--- config.mk ---
export PLATFORM = sky130hd
export DESIGN_NAME = tmpr_shade
export DESIGN_NICKNAME = d
export VERILOG_FILES = /design/src/hdl/tmpr_pkg.sv /design/src/hdl/tmpr_shade.sv
export SDC_FILE = /design/constraint.sdc
export NUM_CORES = 1
export LEC_CHECK = 0
export BUFFER_PORTS_ARGS = -buffer_cell sky130_fd_sc_hd__buf_4
export CAP_MARGIN = 20
export CORE_AREA = 5 5 42 44
export DETAILED_ROUTE_END_ITERATION = 12
export DIE_AREA = 0 0 47 49
export PLACE_DENSITY = 0.5
export SETUP_SLACK_MARGIN = 0.3
export SYNTH_ARGS = -nofsm -noshare
export SYNTH_HDL_FRONTEND = slang
export SYNTH_SLANG_ARGS = --single-unit
--- constraint.sdc ---
create_clock -name vclk -period 1.45
set_input_delay 0.29 -clock vclk [all_inputs]
set_output_delay 0.29 -clock vclk [all_outputs]
set_load 0.005 [all_outputs]
--- src/hdl/tmpr_pkg.sv ---
// Shared types, constants and helpers of the text-mode pixel renderer.
`default_nettype none

package tmpr_pkg;

  // Default geometry of the text screen and the font.
  localparam int unsigned TEXT_COLUMNS_DEF = 80;
  localparam int unsigned TEXT_ROWS_DEF    = 25;
  localparam int unsigned CELL_WIDTH_DEF   = 8;
  localparam int unsigned CELL_HEIGHT_DEF  = 16;
  localparam int unsigned FONT_FIRST_DEF   = 32;
  localparam int unsigned FONT_LAST_DEF    = 126;

  // Glyph grid.
  localparam int unsigned GLYPH_W = 5;
  localparam int unsigned GLYPH_H = 7;

  // Field widths.
  localparam int unsigned OPCODE_W = 2;
  localparam int unsigned ROW_W    = 5;
  localparam int unsigned COL_W    = 7;
  localparam int unsigned CHAR_W   = 8;
  localparam int unsigned ATTR_W   = 8;
  localparam int unsigned GIDX_W   = 7;
  localparam int unsigned GLINE_W  = 3;
  localparam int unsigned PIX_X_W  = 10;
  localparam int unsigned PIX_Y_W  = 9;
  localparam int unsigned CHAN_W   = 8;
  localparam int unsigned GPOS_W   = 3;

  typedef enum logic [OPCODE_W-1:0] {
    OP_CELL  = 2'd0,
    OP_FONT  = 2'd1,
    OP_PIXEL = 2'd2
  } opcode_e;

  typedef struct packed {
    logic [CHAN_W-1:0] red;
    logic [CHAN_W-1:0] green;
    logic [CHAN_W-1:0] blue;
  } rgb_t;

  // Address width of a store of the given depth, at least one bit.
  function automatic int unsigned addr_w(int unsigned depth);
    return (depth > 1) ? $clog2(depth) : 1;
  endfunction

endpackage

`default_nettype wire

--- src/hdl/tmpr_shade.sv ---
// Color pick: glyph bit selects foreground or background palette entry.
`default_nettype none

module tmpr_shade import tmpr_pkg::*; (
  input  logic [ATTR_W-1:0] attr_i,
  input  logic              fg_i,
  input  logic              in_frame_i,
  output rgb_t              rgb_o
);

  function automatic rgb_t palette_lookup(logic [3:0] idx);
    rgb_t c;
    unique case (idx)
      4'd0:    c = '{8'd0,   8'd0,   8'd0};
      4'd1:    c = '{8'd0,   8'd0,   8'd170};
      4'd2:    c = '{8'd0,   8'd170, 8'd0};
      4'd3:    c = '{8'd0,   8'd170, 8'd170};
      4'd4:    c = '{8'd170, 8'd0,   8'd0};
      4'd5:    c = '{8'd170, 8'd0,   8'd170};
      4'd6:    c = '{8'd170, 8'd85,  8'd0};
      4'd7:    c = '{8'd170, 8'd170, 8'd170};
      4'd8:    c = '{8'd85,  8'd85,  8'd85};
      4'd9:    c = '{8'd85,  8'd85,  8'd255};
      4'd10:   c = '{8'd85,  8'd255, 8'd85};
      4'd11:   c = '{8'd85,  8'd255, 8'd255};
      4'd12:   c = '{8'd255, 8'd85,  8'd85};
      4'd13:   c = '{8'd255, 8'd85,  8'd255};
      4'd14:   c = '{8'd255, 8'd255, 8'd85};
      default: c = '{8'd255, 8'd255, 8'd255};
    endcase
    return c;
  endfunction

  logic [3:0] color_idx;

  assign color_idx = fg_i ? attr_i[3:0] : attr_i[7:4];
  // Pixels outside the frame draw black.
  assign rgb_o     = in_frame_i ? palette_lookup(color_idx) : '0;

endmodule

`default_nettype wire

==> impl_metrics.py <==
metrics = {
    "power": {
        "swShare_pct": 35.7,
        "p_comb_share_pct": 100.0,
        "power_frac_seq_pct": 0,
        "ir_drop_uv": 120,
        "p_clk_share_pct": 0,
        "power_w": 0.000184,
        "p_switching_w": 0.0000658,
        "power.internal_w": 0.000118,
        "p_leak_nw": 0.267,
        "p_per_area_nw_per_um2": 354,
    },
    "floorplanning": {
        "die-area_sq_um": 2300,
        "rows": 14,
        "core_area_sq_um": 1400,
        "die_y_microns": 49,
        "die_width_microns": 47,
        "start_util_pct": 16.4,
        "top_level_ports": 34,
    },
    "final_layout": {
        "layout-drive-gt1-share_pct": 92.2,
        "nets": 63,
        "antennaDiodeCount": 0,
        "ff_latch_area_sq_um": 0,
        "syn_to_final_growth_pct": 126,
        "fin_area_sq_um": 519,
        "seq_cell_count": 0,
        "layout_common_cells": "22 x buf_4, 15 x buf_6, 2 x nand2_1",
        "final_common_cell": "buf_4",
        "nClkBuffers": 0,
    },
    "hold_path": {
        "hp-class": "input pin to primary output",
        "hold_end": "rgb_o[12]",
        "worstHoldStart": "in_frame_i",
        "hold_depth": 3,
    },
    "worst_setup_path": {
        "critPathMaxFanout": 5,
        "cp-startpoint": "fg_i",
        "worst-path-buf-inv": 2,
        "worstSetupPathType": "input pin to primary output",
        "start_kind": "input pin",
        "cp_top_family": "multiplexers",
        "endpoint_kind": "primary output",
        "cp.required_ps": 1160,
        "crit_slowest_cell": "mux2_4",
        "crit_chain": "buf_12 -> mux2_4 -> a31o_4 -> buf_4",
        "slowest_delay_ps": 300,
        "cp.arrival_ps": 1070,
    },
    "route": {
        "drtAntennaViolNets": 0,
        "routed_wl_microns": 717,
        "dr.pass1.iters": 2,
        "drt_iter0_drc": 1,
        "vias_per_cell": 3.78,
        "detail_route.drc_violations": 0,
        "num_vias": 253,
        "post_drt_wl_per_cell_microns": 10.7,
    },
    "global_routing": {
        "gr-total-overflow": 0,
        "grt_max_degree": 9,
        "grt_usage_pct": 5.41,
        "grt_pass1_vias": 232,
        "antenna_found_initial": 0,
        "grt_first_pass_wirelength_mm": 1.01,
    },
    "timing": {
        "rsz0062_at_grt": "yes",
        "hold_viol_final": 0,
        "fmax_mhz": 733,
        "maxSlewViolCount": 0,
        "worst_slew_pin_slew_ps": 199,
        "setup_violations": 0,
        "post-route-min-period_ps": 1360,
        "post-route-period-util_pct": 94.0,
        "slew_headroom_pct": 86.5,
        "tns_ps": 0,
    },
    "synth": {
        "syn_area_per_cell_sq_um": 7.19,
        "synth.distinct_cells": 11,
        "syn_area_sq_um": 230,
        "yosysWarnings": 0,
        "netlist_instances": 32,
        "synth-seq-area-share_pct": 0,
        "synth_nets": 42,
    },
    "placement": {
        "place_congestion": 0.700,
        "placed_area_sq_um": 407,
        "dpl.hpwl_microns": 605,
        "port-buffer-count": 34,
    },
    "clock_network": {
        "ctsHoldBuffers": 0,
    },
    "outcome": {
        "status": "finished clean",
    },
    "job": {
        "drv_cap": 0,
    },
}
==> cells by family after synthesis <==
logic type	after synthesis	share of synthesized area [%]
simple gates	5	10.3
buf+inv	20	63.6
compound gates	4	10.9
mux	3	15.2
==> routing by layer <==
metal,track usage (%),wire (microns),vias to the layer above
met1,6.55,247,109
met4,0,0,0
li1,-,-,126
met5,0,0,-
met3,0,91,0
met2,10.6,378,18
==> what timing repair did <==
item,in CTS,in global routing
pin swaps,4,1
gates resized for setup,23,1
setup buffers,1,0
setup endpoints to repair,24,24
==> stage by stage <==
| stage | setup slack (ps) | hold WS [ps] | utilization [%] | instances |
|---|---|---|---|---|
| CTS | 75.2 | 937 | 36.4 | 67 |
| finish | 86.4 | 940 | 37.1 | 67 |
| floorplan | 204 | 677 | - | 32 |
| global route | 70.2 | 959 | 37.1 | 67 |
| global placement | 5.97 | 941 | 29.0 | 66 |
| detailed placement | 2.64 | 944 | 29.0 | 66 |
==> cell usage after synthesis <==
library cell  instances  area [sq um]
mux2_4                1          15.0
nor2_1                1          3.75
a21oi_1               2          10.0
buf_4                19           143
inv_1                 1          3.75
mux2i_1               2          20.0
a31o_1                1          8.76
nor2_2                1          6.26
nand2b_1              1          6.26
nand2_1               2          7.51
o22ai_1               1          6.26
==> cell type report <==
type	count	area, sq um
timing repair buffer	38	354
multi-input combinational	12	141
inverter	1	3.75
tap	16	20.0
fill	140	882
==> power groups by stage <==
stage	combinational, W	sequential [W]	clock (W)
4_1_cts	0.000182	0	0
3_5_place_dp	0.000147	0	0
5_1_grt	0.000196	0	0
2_1_floorplan	0.0000902	0	0
3_3_place_gp	0.000146	0	0
6_report	0.000184	0	0
==> worst max path at each step <==
stage / to / slack (ps) / cells past startpoint
2_1_floorplan: rgb_o[10] / 200 / 4
3_3_place_gp: rgb_o[8] / 6 / 5
3_5_place_dp: rgb_o[10] / 3 / 5
4_1_cts: rgb_o[10] / 80 / 4
5_1_grt: rgb_o[7] / 70 / 6
6_report: rgb_o[8] / 90 / 4
Power figures use the tool's default switching activity.
